`config.mk`:
```
export PLATFORM = sky130hd
export DESIGN_NAME = vdts_queue
export DESIGN_NICKNAME = d
export VERILOG_FILES = /design/src/design/vdts_pkg.sv /design/src/design/vdts_queue.sv
export SDC_FILE = /design/constraint.sdc
export NUM_CORES = 1
export LEC_CHECK = 0
export ABC_CLOCK_PERIOD_IN_PS = 6000
export BUFFER_PORTS_ARGS = -buffer_cell sky130_fd_sc_hd__buf_4
export CAP_MARGIN = 20
export CORE_ASPECT_RATIO = 2
export CORE_MARGIN = 2
export CORE_UTILIZATION = 29
export CTS_BUF_LIST = sky130_fd_sc_hd__clkbuf_2 sky130_fd_sc_hd__clkbuf_4 sky130_fd_sc_hd__clkbuf_8
export DETAILED_ROUTE_END_ITERATION = 6
export GPL_TIMING_DRIVEN = 0
export MAX_ROUTING_LAYER = met4
export PLACE_DENSITY = 0.58
export SLEW_MARGIN = 40
export SYNTH_ARGS = -nofsm -noshare
export SYNTH_HDL_FRONTEND = slang
export SYNTH_SLANG_ARGS = --single-unit
```
`constraint.sdc`:
```
create_clock -name clk -period 6 [get_ports clk]
set_input_delay 0 -clock clk [delete_from_list [all_inputs] [get_ports clk]]
set_output_delay 0 -clock clk [all_outputs]
set_load 0.1 [all_outputs]
```
`src/design/vdts_pkg.sv`:
```
`timescale 1ns / 1ps
// Shared types, constants and helper functions of the voxel density sampler.
// Used by every module of the design; depends on nothing.
package vdts_pkg;

	localparam int CHUNK_EDGE       = 16;
	localparam int CHUNKS_PER_SIDE  = 8;
	localparam int MAX_BRUSH_RADIUS = 8;

	localparam int SPAN_XZ     = CHUNKS_PER_SIDE * CHUNK_EDGE;
	localparam int SPAN_Y      = CHUNK_EDGE + 1;
	localparam int STORE_DEPTH = SPAN_XZ * SPAN_Y * SPAN_XZ;
	localparam int ADDR_W      = $clog2(STORE_DEPTH);
	localparam int XZ_W        = $clog2(SPAN_XZ);
	localparam int Y_W         = $clog2(SPAN_Y);

	localparam int DENS_W  = 16;
	localparam int POS_W   = 17;
	localparam int RAD_W   = 12;
	localparam int FRAC_W  = 8;
	localparam int W1_W    = FRAC_W + 1;
	localparam int COORD_W = 12;
	localparam int SAT_W   = 24;
	localparam int ACC_W   = 42;

	localparam int RMAX  = MAX_BRUSH_RADIUS * 256;
	localparam int RC_W  = $clog2(RMAX + 1);
	localparam int R2_W  = 2 * RC_W;
	localparam int IR_W  = $clog2(MAX_BRUSH_RADIUS + 1);
	localparam int D_W   = IR_W + 1;
	localparam int SQ_W  = 2 * D_W + 2;
	localparam int CMP_W = SQ_W + 16;

	localparam int QDEPTH = 2;
	localparam int QP_W   = $clog2(QDEPTH);
	localparam int QC_W   = $clog2(QDEPTH + 1);

	localparam logic [1:0] FUNC_WRITE  = 2'd0;
	localparam logic [1:0] FUNC_SAMPLE = 2'd1;
	localparam logic [1:0] FUNC_BRUSH  = 2'd2;
	localparam logic [1:0] FUNC_NONE   = 2'd3;

	localparam logic REG_SOLID = 1'b0;
	localparam logic REG_AIR   = 1'b1;

	localparam logic signed [DENS_W-1:0] SOLID_RESET = 16'sd2560;
	localparam logic signed [DENS_W-1:0] AIR_RESET   = -16'sd2560;

	typedef logic signed [COORD_W-1:0] coord_t;
	typedef logic signed [DENS_W-1:0] dens_t;

	typedef enum logic [2:0] {
		OP_WRITE,
		OP_SAMPLE,
		OP_BRUSH,
		OP_SOLID,
		OP_AIR,
		OP_NONE
	} op_t;

	typedef struct packed {
		op_t               op;
		coord_t            ix;
		coord_t            iy;
		coord_t            iz;
		logic [FRAC_W-1:0] fx;
		logic [FRAC_W-1:0] fy;
		logic [FRAC_W-1:0] fz;
		dens_t             value;
		logic [IR_W-1:0]   ir;
		logic [R2_W-1:0]   r2;
	} entry_t;

	typedef struct packed {
		logic full;
		logic empty;
	} q_stat_t;

	typedef struct packed {
		logic clearing;
	} back_stat_t;

	typedef enum logic [2:0] {
		ST_CLEAR,
		ST_IDLE,
		ST_WRITE,
		ST_SAMPLE,
		ST_BRUSH_RD,
		ST_BRUSH_WR,
		ST_FINISH
	} st_t;

	function automatic logic in_grid(coord_t x, coord_t y, coord_t z);
		return (x >= 0) && (x < coord_t'(SPAN_XZ)) && (y >= 0) &&
			(y <= coord_t'(CHUNK_EDGE)) && (z >= 0) && (z < coord_t'(SPAN_XZ));
	endfunction

	function automatic logic [ADDR_W-1:0] voxel_addr(coord_t x, coord_t y, coord_t z);
		return ADDR_W'(x[XZ_W-1:0]) * ADDR_W'(SPAN_Y * SPAN_XZ) +
			ADDR_W'(y[Y_W-1:0]) * ADDR_W'(SPAN_XZ) + ADDR_W'(z[XZ_W-1:0]);
	endfunction

	function automatic dens_t sat16(logic signed [SAT_W-1:0] v);
		if (v > SAT_W'(32767)) begin
			return 16'sh7FFF;
		end else if (v < -SAT_W'(32768)) begin
			return -16'sh8000;
		end
		return v[DENS_W-1:0];
	endfunction

endpackage

```
`src/design/vdts_queue.sv`:
```
`timescale 1ns / 1ps
// Short first-in first-out queue of classified items between the front end
// and the back end. Depends on vdts_pkg.
module vdts_queue (
	input  logic              clk,
	input  logic              arst_n,
	input  logic              push,
	input  vdts_pkg::entry_t  push_entry,
	input  logic              pop,
	output vdts_pkg::entry_t  head,
	output vdts_pkg::q_stat_t q_stat
);
	import vdts_pkg::*;

	entry_t          ent_q [QDEPTH];
	logic [QP_W-1:0] wr_ptr_q;
	logic [QP_W-1:0] rd_ptr_q;
	logic [QC_W-1:0] cnt_q;

	assign head         = ent_q[rd_ptr_q];
	assign q_stat.full  = (cnt_q == QC_W'(QDEPTH));
	assign q_stat.empty = (cnt_q == '0);

	always_ff @(posedge clk) begin
		if (push) begin
			ent_q[wr_ptr_q] <= push_entry;
		end
	end

	always_ff @(posedge clk or negedge arst_n) begin
		if (!arst_n) begin
			wr_ptr_q <= '0;
			rd_ptr_q <= '0;
			cnt_q    <= '0;
		end else begin
			if (push) begin
				wr_ptr_q <= (wr_ptr_q == QP_W'(QDEPTH - 1)) ? '0 : wr_ptr_q + 1'b1;
			end
			if (pop) begin
				rd_ptr_q <= (rd_ptr_q == QP_W'(QDEPTH - 1)) ? '0 : rd_ptr_q + 1'b1;
			end
			cnt_q <= cnt_q + QC_W'(push) - QC_W'(pop);
		end
	end

endmodule

```
---- After elaboration in Yosys (flattened, before gate mapping) ----
Memories as Yosys holds them, arrays and structs flattened.
Cells that the tools add are included.
word-level totals
  bits in registers ....................... 4
  memory bits (writable) .................. 214
  input bits .............................. 111
  output and inout port bits .............. 109
  logic and storage cells ................. 14
  memories ................................ 1
memories
  memory  words  width  read ports  clocked after memory_dff  write ports  RTL line          RTL
  ent_q   2      107    1           0                         1            vdts_queue.sv:15  entry_t ent_q [QDEPTH];
operators by class
  add/subtract/negate cells ............... 4
  equality and inequality tests ........... 1
  muxes and demuxes ....................... 4
  reduce and logical (&&, ||, !) cells .... 1
operator list
  kind                                         number
  1-bit 2-to-1 mux                             4
  1-bit adder, second input constant           2
  2-bit by 1-bit adder with 2-bit output       1
  2-bit == test, second input constant         1
  2-bit zero test                              1
  2-bit by 1-bit subtractor with 2-bit output  1

---- Depth between registers and ports, before layout ----
  depth in word-level cells ............... 2
  depth in mapped cells ................... 5
  mapped depth without buffers ............ 5

---- Least setup slack after synthesis ----
No wires, ideal clock.
  path kind ............................... reg-to-reg
  start point ............................. register wr_ptr_q
  end point ............................... memory ent_q[0][0] (netlist name) (enable)
  library setup time ...................... 0.587 ns
  arrival time ............................ 5.136 ns
  required time ........................... 5.413 ns
  path slack .............................. 0.277 ns
  cell stages (with the launch flop) ...... 2
  buffers on the path ..................... 0
  period minus slack after synthesis ...... 5.723 ns
  cells stage by stage .................... dfrtp_1 -> nor2b_1
RTL lines
  element                 RTL line          RTL
  from (decl)             vdts_queue.sv:16  logic [QP_W-1:0] wr_ptr_q;
  from (signal assigned)  vdts_queue.sv:37  wr_ptr_q <= (wr_ptr_q == QP_W'(QDEPTH - 1)) ? '0 : wr_ptr_q + 1'b1;
  to (decl)               vdts_queue.sv:15
Straight into the memory's write port.

==> impl_metrics.ini <==
[outcome]
status = complete, no violations

[synthesis]
ys_top_cells_by_area = edfxtp_1, mux2_2, mux2_4
synth_top_area_share_pct = 80.5
synth_warnings = 0
synthesis.instances = 348
synth_nets = 461
syn_area_um2 = 7990
yosysTopAreaCell = edfxtp_1
postSynthAreaPerCell_um2 = 23.0
synth_seq_area_share_pct = 81.7
ys_seq_elements = 218
synthDistinctLibCells = 13

[worst_setup_path]
critical_path.max_stage_delay_ns = 0.34
worstSetupPathType = reg2out
startpoint = rd_ptr_q$_DFFE_PN0P_
r2r_setup_slack_ns = 4.20
reg2reg_from = wr_ptr_q$_DFFE_PN0P_
r2r-end = ent_q[0][13]$_DFFE_PP_
critPathCaptureType = output pin
ff2ff_path_depth = 4
cp_slowest_cell = dfrtp_1
worstPathMaxFanout = 10
cp-endpoint = head[68]
start_kind = flop
path_cells = buf_6 > buf_6 > buf_6 > mux2_4 > buf_4
cp.required_ns = 6.00
cpMostUsedCell = buf_6
cp.arrival_ns = 2.01

[sta]
finClkSkew_ns = 0.00801
slew_headroom_pct = 62.4
tightest_slew_ns = 0.562
maxSlewViolCount = 0
setup_viol = 0
period_share_pct = 33.5
rsz0062_at_grt = no
period_needed_ns = 2.01
final_hold_viol_count = 0
clock.fmax_mhz = 497

[final_layout]
drive_above_1_share_pct = 53.8
seqCellArea_um2 = 6530
multi_input_area_um2 = 1380
area_growth_pct = 51.5
antenna-diode-count = 0
fill_cells = 2438
stdcell_area_um2 = 12100
final_net_count = 834

[drt]
drt_iter0_drc = 181
wl_per_cell_um = 16.0
routed_wl_um = 17600
num_vias = 4560
first_pass_iters = 4
ant_nets = 0
drcViolationCount = 0
viasPerCell = 4.16

[global_routing]
overflow = 0
grtUsageTotal_pct = 12.1
grt_first_pass_wirelength_um = 26500
antenna_found_initial = 0
grt_pass1_vias = 5041
grt_max_degree = 38

[placed_design]
numPortBuffers = 219
gp_congestion = 0.687
postPlaceCellArea_um2 = 10300
dp_hpwl_um = 11600

[floorplanning]
start_util_pct = 29.2
die_w_um = 121
die_area_um2 = 29000
core_area_um2 = 27300
num_rows = 86
io_pins = 220
die_h_um = 239

[hold_path]
hold_path_class = in2reg

[clocking]
cts_num_sinks = 218
clk_latency_ns = 0.59
numCtsBuffers = 31
clk_pin_slew_ns = 0.07
clockRootBuffer = clkbuf_8
cts_buffer_depth = 3
cts_tree = built
cts_htree_levels = 1
cts_setup_buffers = 0

[flow_run]
drv_cap = 0
[timing repair]
| item | 4_1_cts | 5_1_grt |
|---|---|---|
| resized for setup | 0 | 0 |
| hold endpoints to repair | 244 | 0 |
| hold buffers | 111 | 0 |
[cells in the mapped netlist]
master,count
xor2_1,2
nor2_1,1
buf_2,8
edfxtp_1,214
dfrtp_1,4
ha_1,2
nor2b_1,2
inv_1,2
and2_1,1
xor3_1,1
buf_6,4
mux2_2,87
mux2_4,20
[through the flow]
stage	setup WS, ns	TNS [ns]	std cells	hold slack, ns	util (%)
after global routing	3.88	0	1097	0.101	44.3
final	3.99	0	1097	0.139	44.3
after floorplan	0.277	0	348	-0.296	-
after detailed placement	4.18	0	929	-0.195	37.7
after global placement	-2.84	-303.08	919	-0.201	36.9
after CTS	3.87	0	1097	0.0749	44.3
[worst min path at each step]
stage	startpoint	endpoint	depth (start not counted)
after floorplan	arst_n	cnt_q[0]$_DFF_PN0_	0
after global placement	arst_n	cnt_q[0]$_DFF_PN0_	1
after detailed placement	arst_n	rd_ptr_q$_DFFE_PN0P_	1
after CTS	push_entry[24]	ent_q[0][24]$_DFFE_PP_	2
after global routing	push_entry[15]	ent_q[0][15]$_DFFE_PP_	2
final	push_entry[94]	ent_q[1][94]$_DFFE_PP_	2
[cell usage in the layout, fill, tap and decap left out, types with 6 or more instances in the layout]
master,instances
buf_4,219
edfxtp_1,214
mux2_2,87
dlygate4sd3_1,111
clkbuf_8,37
mux2_4,20
clkinv_1,6
clkinv_2,6
buf_2,8
[final cells by class]
cell class / count / share of cell area [%]
tap: 352 / 3.64
inverter: 2 / 0.0621
sequential: 218 / 53.9
clock inverter: 17 / 1.30
multi-input combinational: 116 / 11.4
timing repair buffer: 340 / 24.6
clock buffer: 40 / 4.40
buffer: 12 / 0.703
[cell families after synthesis]
family / count (synthesis) / share of synthesized area [%]
flip-flops: 218 / 81.7
XOR/XNOR: 3 / 0.517
AND/OR/NAND/NOR: 4 / 0.282
adder cells (fa/ha/maj): 2 / 0.313
multiplexers: 107 / 16.0
buffers and inverters: 14 / 1.16
[critical path, delay by kind of cell (launching register included)]
family,cells,cell delay [ns]
buf+inv,4,0.75
flops,1,0.34
mux,1,0.32
[registers in the layout (all words and copies together) (netlist names)]
| signal | cells |
|---|---|
| ent_q | 214 |
| cnt_q | 2 |
| rd_ptr_q | 1 |
| wr_ptr_q | 1 |
[per-layer routing]
| layer | wire length (µm) | track usage, % |
|---|---|---|
| met5 | 0 | - |
| met4 | 390 | 4.49 |
| met3 | 2050 | 5.01 |
| met2 | 8190 | 19.1 |
| met1 | 6960 | 13.9 |
Power is left out: the tool's default activity adds up to more than one toggle a clock period on the data nets, which glitch-free logic cannot reach.
