===== src/design/vdts_pkg.sv =====
`timescale 1ns / 1ps
// Shared types, constants and helper functions of the voxel density sampler.
// Used by every module of the design; depends on nothing.
package vdts_pkg;

	localparam int CHUNK_EDGE       = 16;
	localparam int CHUNKS_PER_SIDE  = 8;
	localparam int MAX_BRUSH_RADIUS = 8;

	localparam int SPAN_XZ     = CHUNKS_PER_SIDE * CHUNK_EDGE;
	localparam int SPAN_Y      = CHUNK_EDGE + 1;
	localparam int STORE_DEPTH = SPAN_XZ * SPAN_Y * SPAN_XZ;
	localparam int ADDR_W      = $clog2(STORE_DEPTH);
	localparam int XZ_W        = $clog2(SPAN_XZ);
	localparam int Y_W         = $clog2(SPAN_Y);

	localparam int DENS_W  = 16;
	localparam int POS_W   = 17;
	localparam int RAD_W   = 12;
	localparam int FRAC_W  = 8;
	localparam int W1_W    = FRAC_W + 1;
	localparam int COORD_W = 12;
	localparam int SAT_W   = 24;
	localparam int ACC_W   = 42;

	localparam int RMAX  = MAX_BRUSH_RADIUS * 256;
	localparam int RC_W  = $clog2(RMAX + 1);
	localparam int R2_W  = 2 * RC_W;
	localparam int IR_W  = $clog2(MAX_BRUSH_RADIUS + 1);
	localparam int D_W   = IR_W + 1;
	localparam int SQ_W  = 2 * D_W + 2;
	localparam int CMP_W = SQ_W + 16;

	localparam int QDEPTH = 2;
	localparam int QP_W   = $clog2(QDEPTH);
	localparam int QC_W   = $clog2(QDEPTH + 1);

	localparam logic [1:0] FUNC_WRITE  = 2'd0;
	localparam logic [1:0] FUNC_SAMPLE = 2'd1;
	localparam logic [1:0] FUNC_BRUSH  = 2'd2;
	localparam logic [1:0] FUNC_NONE   = 2'd3;

	localparam logic REG_SOLID = 1'b0;
	localparam logic REG_AIR   = 1'b1;

	localparam logic signed [DENS_W-1:0] SOLID_RESET = 16'sd2560;
	localparam logic signed [DENS_W-1:0] AIR_RESET   = -16'sd2560;

	typedef logic signed [COORD_W-1:0] coord_t;
	typedef logic signed [DENS_W-1:0] dens_t;

	typedef enum logic [2:0] {
		OP_WRITE,
		OP_SAMPLE,
		OP_BRUSH,
		OP_SOLID,
		OP_AIR,
		OP_NONE
	} op_t;

	typedef struct packed {
		op_t               op;
		coord_t            ix;
		coord_t            iy;
		coord_t            iz;
		logic [FRAC_W-1:0] fx;
		logic [FRAC_W-1:0] fy;
		logic [FRAC_W-1:0] fz;
		dens_t             value;
		logic [IR_W-1:0]   ir;
		logic [R2_W-1:0]   r2;
	} entry_t;

	typedef struct packed {
		logic full;
		logic empty;
	} q_stat_t;

	typedef struct packed {
		logic clearing;
	} back_stat_t;

	typedef enum logic [2:0] {
		ST_CLEAR,
		ST_IDLE,
		ST_WRITE,
		ST_SAMPLE,
		ST_BRUSH_RD,
		ST_BRUSH_WR,
		ST_FINISH
	} st_t;

	function automatic logic in_grid(coord_t x, coord_t y, coord_t z);
		return (x >= 0) && (x < coord_t'(SPAN_XZ)) && (y >= 0) &&
			(y <= coord_t'(CHUNK_EDGE)) && (z >= 0) && (z < coord_t'(SPAN_XZ));
	endfunction

	function automatic logic [ADDR_W-1:0] voxel_addr(coord_t x, coord_t y, coord_t z);
		return ADDR_W'(x[XZ_W-1:0]) * ADDR_W'(SPAN_Y * SPAN_XZ) +
			ADDR_W'(y[Y_W-1:0]) * ADDR_W'(SPAN_XZ) + ADDR_W'(z[XZ_W-1:0]);
	endfunction

	function automatic dens_t sat16(logic signed [SAT_W-1:0] v);
		if (v > SAT_W'(32767)) begin
			return 16'sh7FFF;
		end else if (v < -SAT_W'(32768)) begin
			return -16'sh8000;
		end
		return v[DENS_W-1:0];
	endfunction

endpackage


===== src/design/vdts_front.sv =====
`timescale 1ns / 1ps
// Front end: accepts items, splits positions into integer and fraction parts,
// rounds brush centres and prepares the brush radius. Depends on vdts_pkg.
module vdts_front (
	input  logic                              req_valid,
	output logic                              req_stall,
	input  logic [1:0]                        func,
	input  logic signed [vdts_pkg::POS_W-1:0] pos_x,
	input  logic signed [vdts_pkg::POS_W-1:0] pos_y,
	input  logic signed [vdts_pkg::POS_W-1:0] pos_z,
	input  logic signed [vdts_pkg::DENS_W-1:0] value,
	input  logic [vdts_pkg::RAD_W-1:0]        radius,
	input  vdts_pkg::q_stat_t                 q_stat,
	input  vdts_pkg::back_stat_t              back_stat,
	output logic                              push,
	output vdts_pkg::entry_t                  entry
);
	import vdts_pkg::*;

	logic [RC_W-1:0] rc;
	logic            is_brush;

	function automatic coord_t round_q8(logic signed [POS_W-1:0] p);
		logic signed [POS_W:0] pe;
		logic signed [POS_W:0] m;
		logic [POS_W:0]        t;
		pe = {p[POS_W-1], p};
		m  = p[POS_W-1] ? -pe : pe;
		t  = $unsigned(m + (POS_W + 1)'(128)) >> FRAC_W;
		return p[POS_W-1] ? -coord_t'(t) : coord_t'(t);
	endfunction

	function automatic coord_t floor_q8(logic signed [POS_W-1:0] p);
		return coord_t'(p >>> FRAC_W);
	endfunction

	assign req_stall = q_stat.full | back_stat.clearing;
	assign push      = req_valid & ~req_stall;
	assign is_brush  = (func == FUNC_BRUSH);

	always_comb begin
		rc = (int'(radius) > RMAX) ? RC_W'(RMAX) : RC_W'(radius);
		unique case (func)
			FUNC_WRITE: entry.op = OP_WRITE;
			FUNC_SAMPLE: begin
				if (pos_y < 0) begin
					entry.op = OP_SOLID;
				end else if (pos_y > POS_W'(CHUNK_EDGE * 256)) begin
					entry.op = OP_AIR;
				end else begin
					entry.op = OP_SAMPLE;
				end
			end
			FUNC_BRUSH: entry.op = OP_BRUSH;
			FUNC_NONE:  entry.op = OP_NONE;
		endcase
		entry.ix    = is_brush ? round_q8(pos_x) : floor_q8(pos_x);
		entry.iy    = is_brush ? round_q8(pos_y) : floor_q8(pos_y);
		entry.iz    = is_brush ? round_q8(pos_z) : floor_q8(pos_z);
		entry.fx    = pos_x[FRAC_W-1:0];
		entry.fy    = pos_y[FRAC_W-1:0];
		entry.fz    = pos_z[FRAC_W-1:0];
		entry.value = value;
		entry.ir    = IR_W'((int'(rc) + 255) >> FRAC_W);
		entry.r2    = R2_W'(rc) * R2_W'(rc);
	end

endmodule


===== config.mk =====
export PLATFORM = sky130hd
export DESIGN_NAME = vdts_front
export DESIGN_NICKNAME = d
export VERILOG_FILES = /design/src/design/vdts_pkg.sv /design/src/design/vdts_front.sv
export SDC_FILE = /design/constraint.sdc
export NUM_CORES = 1
export LEC_CHECK = 0
export BUFFER_PORTS_ARGS = -buffer_cell sky130_fd_sc_hd__buf_2
export CAP_MARGIN = 5
export CORE_MARGIN = 2
export CORE_UTILIZATION = 55
export DETAILED_ROUTE_END_ITERATION = 7
export PLACE_DENSITY = 0.83
export SYNTH_ARGS = -nofsm -noshare
export SYNTH_HDL_FRONTEND = slang
export SYNTH_SLANG_ARGS = --single-unit

===== constraint.sdc =====
create_clock -name vclk -period 20.7
set_input_delay 4.14 -clock vclk [all_inputs]
set_output_delay 4.14 -clock vclk [all_outputs]
set_load 0.005 [all_outputs]

Word-level counts from Yosys, hierarchy flattened --
Cells that the tools add are included.
Word-level totals: register bits after elaboration 0, output and inout bits 109, word-level logic and storage cells 34
Operators by class: $add $sub $neg 10, multiply operators 1, $lt $le $gt $ge 3, equal/unequal tests 3, multiplexer cells 13, bitwise operators 3, reductions and logical operators 1
Operators by type and width (number):
- 12-bit two-way mux | 7
- 18-bit by 9-bit adder with 18-bit output, second input constant | 3
- 18-bit two-way mux | 3
- 17-bit negation with 18-bit output | 3
- 10-bit negation with 12-bit output | 3
- 12-bit by 12-bit multiplier with 24-bit output | 1
- 17-bit by 14-bit > comparator with 1-bit output, second input constant | 1
- 17-bit by 1-bit < comparator with 1-bit output, second input constant | 1
- 12-bit by 8-bit adder with 12-bit output, second input constant | 1
- 12-bit > comparator, second input constant | 1
- 3-bit one-hot mux with 4 select lines | 1
- 3-bit two-way mux | 2
- 2-bit equality test, second input constant | 2
- 2-bit by 1-bit equality test with 1-bit output, second input constant | 1
- 2-bit logical NOT | 1
- 1-bit bitwise AND | 1
- 1-bit NOT | 1
- 1-bit OR | 1

Longest topological paths before layout --
depth after elaboration 6, mapped depth 23, depth with buffers taken out 22

Worst setup path before layout --
No wires, ideal clock.
kind input -> output, start input port radius[9] (netlist name), end output port entry[23] (netlist name), arrival 9.295 ns, path slack 7.265 ns, stages on the path 20, path buffers 1, cells stage by stage nor2b_1 clkbuf_1 nand2_1 fa_1 inv_1 fa_1 fa_1 fa_1 inv_1 fa_1 inv_1 ha_1 a21o_1 a21o_1 or3_1 o211ai_1 nand4b_1 a31o_2 a21oi_1 xnor2_1
RTL lines:
- start: declaration | RTL line vdts_front.sv:12 | input logic [vdts_pkg::RAD_W-1:0] radius,
- end: declaration | RTL line vdts_front.sv:16 | output vdts_pkg::entry_t entry

==> summary.md <==
| Metric | Value |
|---|---|
| Synth top area share | `0.225` |
| Worst Path Required | `16560 ps` |
| Slew at the pin closest to its max-slew limit | `~860 ps` |
| Core Area | `0.0126 sq mm` |
| Synthesis-to-layout area growth | `8.45%` |
| Largest net degree at the start of global routing | `35` |
| Arrival @ worst endpoint | `10390 ps` |
| Lkg Pwr | `3.90 nW` |
| Final worst slack | `about 6200 ps` |
| RD Place Congestion | `0.924` |
| Max cap viols | `0` |
| DRT antenna net count | `0` |
| Peak Freq | `68.8 MHz` |
| Maximum vdd drop | `0.0000306 V` |
| Cells after Synth | `980` |
| Die height | `about 120 um` |
| Syn. warnings | `0` |
| Number of vias in the routed layout | `~6800` |
| Nets | `roughly 1300` |
| Initial Utilization | `0.564` |
| Post-route DRC | `0` |
| Post-synth top cells | `155 x inv_1, 92 x nand2_1, 80 x fa_1` |
| RSZ-0062 raised after global routing | `false` |
| Post-CTS Repair Setup Buffers | `0` |
| Vias per cell | `around 5.5` |
| Gr ovfl total | `0` |
| I/O Pins | `194` |
| Storage cell area | `0 sq um` |
| Slew Viols, Final | `0` |
| Syn_area_per_cell | `7.27 sq um` |
| Outcome | `complete, no violations` |
| Total global-route track usage | `0.234` |
| Dominant cell type by area after synthesis | `fa_1` |
| HP Class | `in2out` |
| Core Util, Final | `0.612` |
| DRT iter0 DRCs | `approximately 320` |
| Final worst path period share | `0.702` |
| Port bufs | `160` |
| Initial antenna violation count | `1` |
| Setup tns final | `0 ps` |
| CP max FO | `16` |
| Inst Count DP | `1241` |
| Final cell count without fillers | `about 1200` |
| Drt pass-1 iters | `4` |
| # hold bufs at CTS | `0` |
| # rows | `between 40 and 50` |
| Cell variety after synth | `75` |
| Critical path class | `in2out` |
| Seq/Total Area, Yosys | `0` |
| Worst setup SP type | `primary input` |
| Min Tclk post-route | `14530 ps` |
| Most common cell in the netlist | `inv_1` |
| Flip-flop and latch count | `0` |
| Synth top area cells | `fa_1 22%, ha_1 11%, inv_1 8.2%` |
| Post-synthesis instance area | `0.00712 sq mm` |
| CP endpoint kind | `output pin` |
| Post-place setup slack | `6190 ps` |
| Total routed wirelength | `16.6 mm` |
| Max_slew headroom | `0.426` |
| P per Cell Area | `55.8 mW/mm^2` |
| Die Span X | `118 um` |
| Share of cells above drive strength 1 | `0.182` |
| Cts repair resizes | `0` |
| Clock buf count | `0` |
| Finish-stage setup viols | `0` |
| Hpwl dp | `13.9 mm` |
| Final hold viol count | `0` |
| Wire per inst | `about 13 um` |
| Die area | `~0.014 sq mm` |
| Number of global-route vias before repair | `6283` |
| Global-route wire length before repair | `28.2 mm` |
[critical path, stage by stage]
cell      delay, ps
buf_2           220
nor2b_1         720
and2_1          260
inv_1            60
fa_1            490
inv_1            50
fa_1            500
fa_1            520
fa_1            550
inv_1            70
fa_1            550
inv_1            50
ha_1            350
a21o_1          200
a21o_1          210
or3_1           350
o211ai_1        270
nand4b_1        170
a31o_2          260
a21oi_1         180
xnor2_1          80
buf_2           120
[final timing paths]
path | start | endpoint | cells after the start
max | radius[11] | entry[23] | 22
min | value[2] | entry[30] | 0
[metal layers]
| layer | share of wire | vias to the layer above | global-route usage | wire length, um |
|---|---|---|---|---|
| met2 | 0.49 | 229 | 0.416 | 8200 |
| met4 | 0.015 | 0 | 0.0384 | 244 |
| met1 | 0.44 | 3181 | 0.317 | 7270 |
| met5 | 0 | - | 0 | 0 |
| li1 | - | 3357 | - | - |
| met3 | 0.054 | 20 | 0.0150 | 901 |
[through the flow]
stage	instance area, sq um	total power (W)	hold slack [ps]
2_1_floorplan	7170	0.000301	8340
3_3_place_gp	7720	0.000423	8280
3_5_place_dp	7720	0.000429	8280
4_1_cts	7720	0.000432	8280
5_1_grt	7720	0.000491	8280
6_report	7720	0.000431	8280
[layout make-up]
type | instances | area, sq um
diodes | 1 | 2.50
multi-input cells | 750 | 6100
fillers | 1180 | 4900
well taps | 172 | 215
inverters | 156 | 586
repair buffers | 163 | 823
[cell families (layout without fill, tap and decap cells)]
logic type / Yosys count / count (layout) / share of synthesized area
fa+ha+maj: 143 / 143 / 0.336
compound gates: 177 / 177 / 0.157
buf+inv: 244 / 319 / 0.151
mux: 13 / 13 / 0.0192
other cells: 2 / 17 / 0.00105
xor+xnor: 82 / 82 / 0.102
simple gates: 319 / 319 / 0.234
[cells in the final DEF, fill, tap and decap left out, types with 4 or more instances in the layout]
cell	count
nand3b_1	4
nand2_1	92
fa_1	80
and3_1	5
a21o_1	9
and2_1	32
nor3_1	23
ha_1	63
a21boi_0	6
a31oi_1	14
nand2b_1	5
a211oi_1	4
nor4_1	13
nand3_1	21
mux2i_1	8
o22ai_1	5
nor3b_1	6
nor2b_1	24
or4_1	4
buf_2	160
mux2_2	5
conb_1	16
o21a_1	5
xor2_1	32
xnor2_1	49
a21oi_1	40
inv_1	155
nor2_1	59
or2_2	5
o21ai_0	54
nand4_1	7
[power breakdown]
part / internal (W) / total [W] / switching, W
sequential: 0 / 0 / 0
clock: 0.00000000000646 / 0.00000000000646 / 0
combinational: 0.000193 / 0.000431 / 0.000237
total: 0.000193 / 0.000431 / 0.000237
No activity file was read; power rests on OpenSTA's default activity.
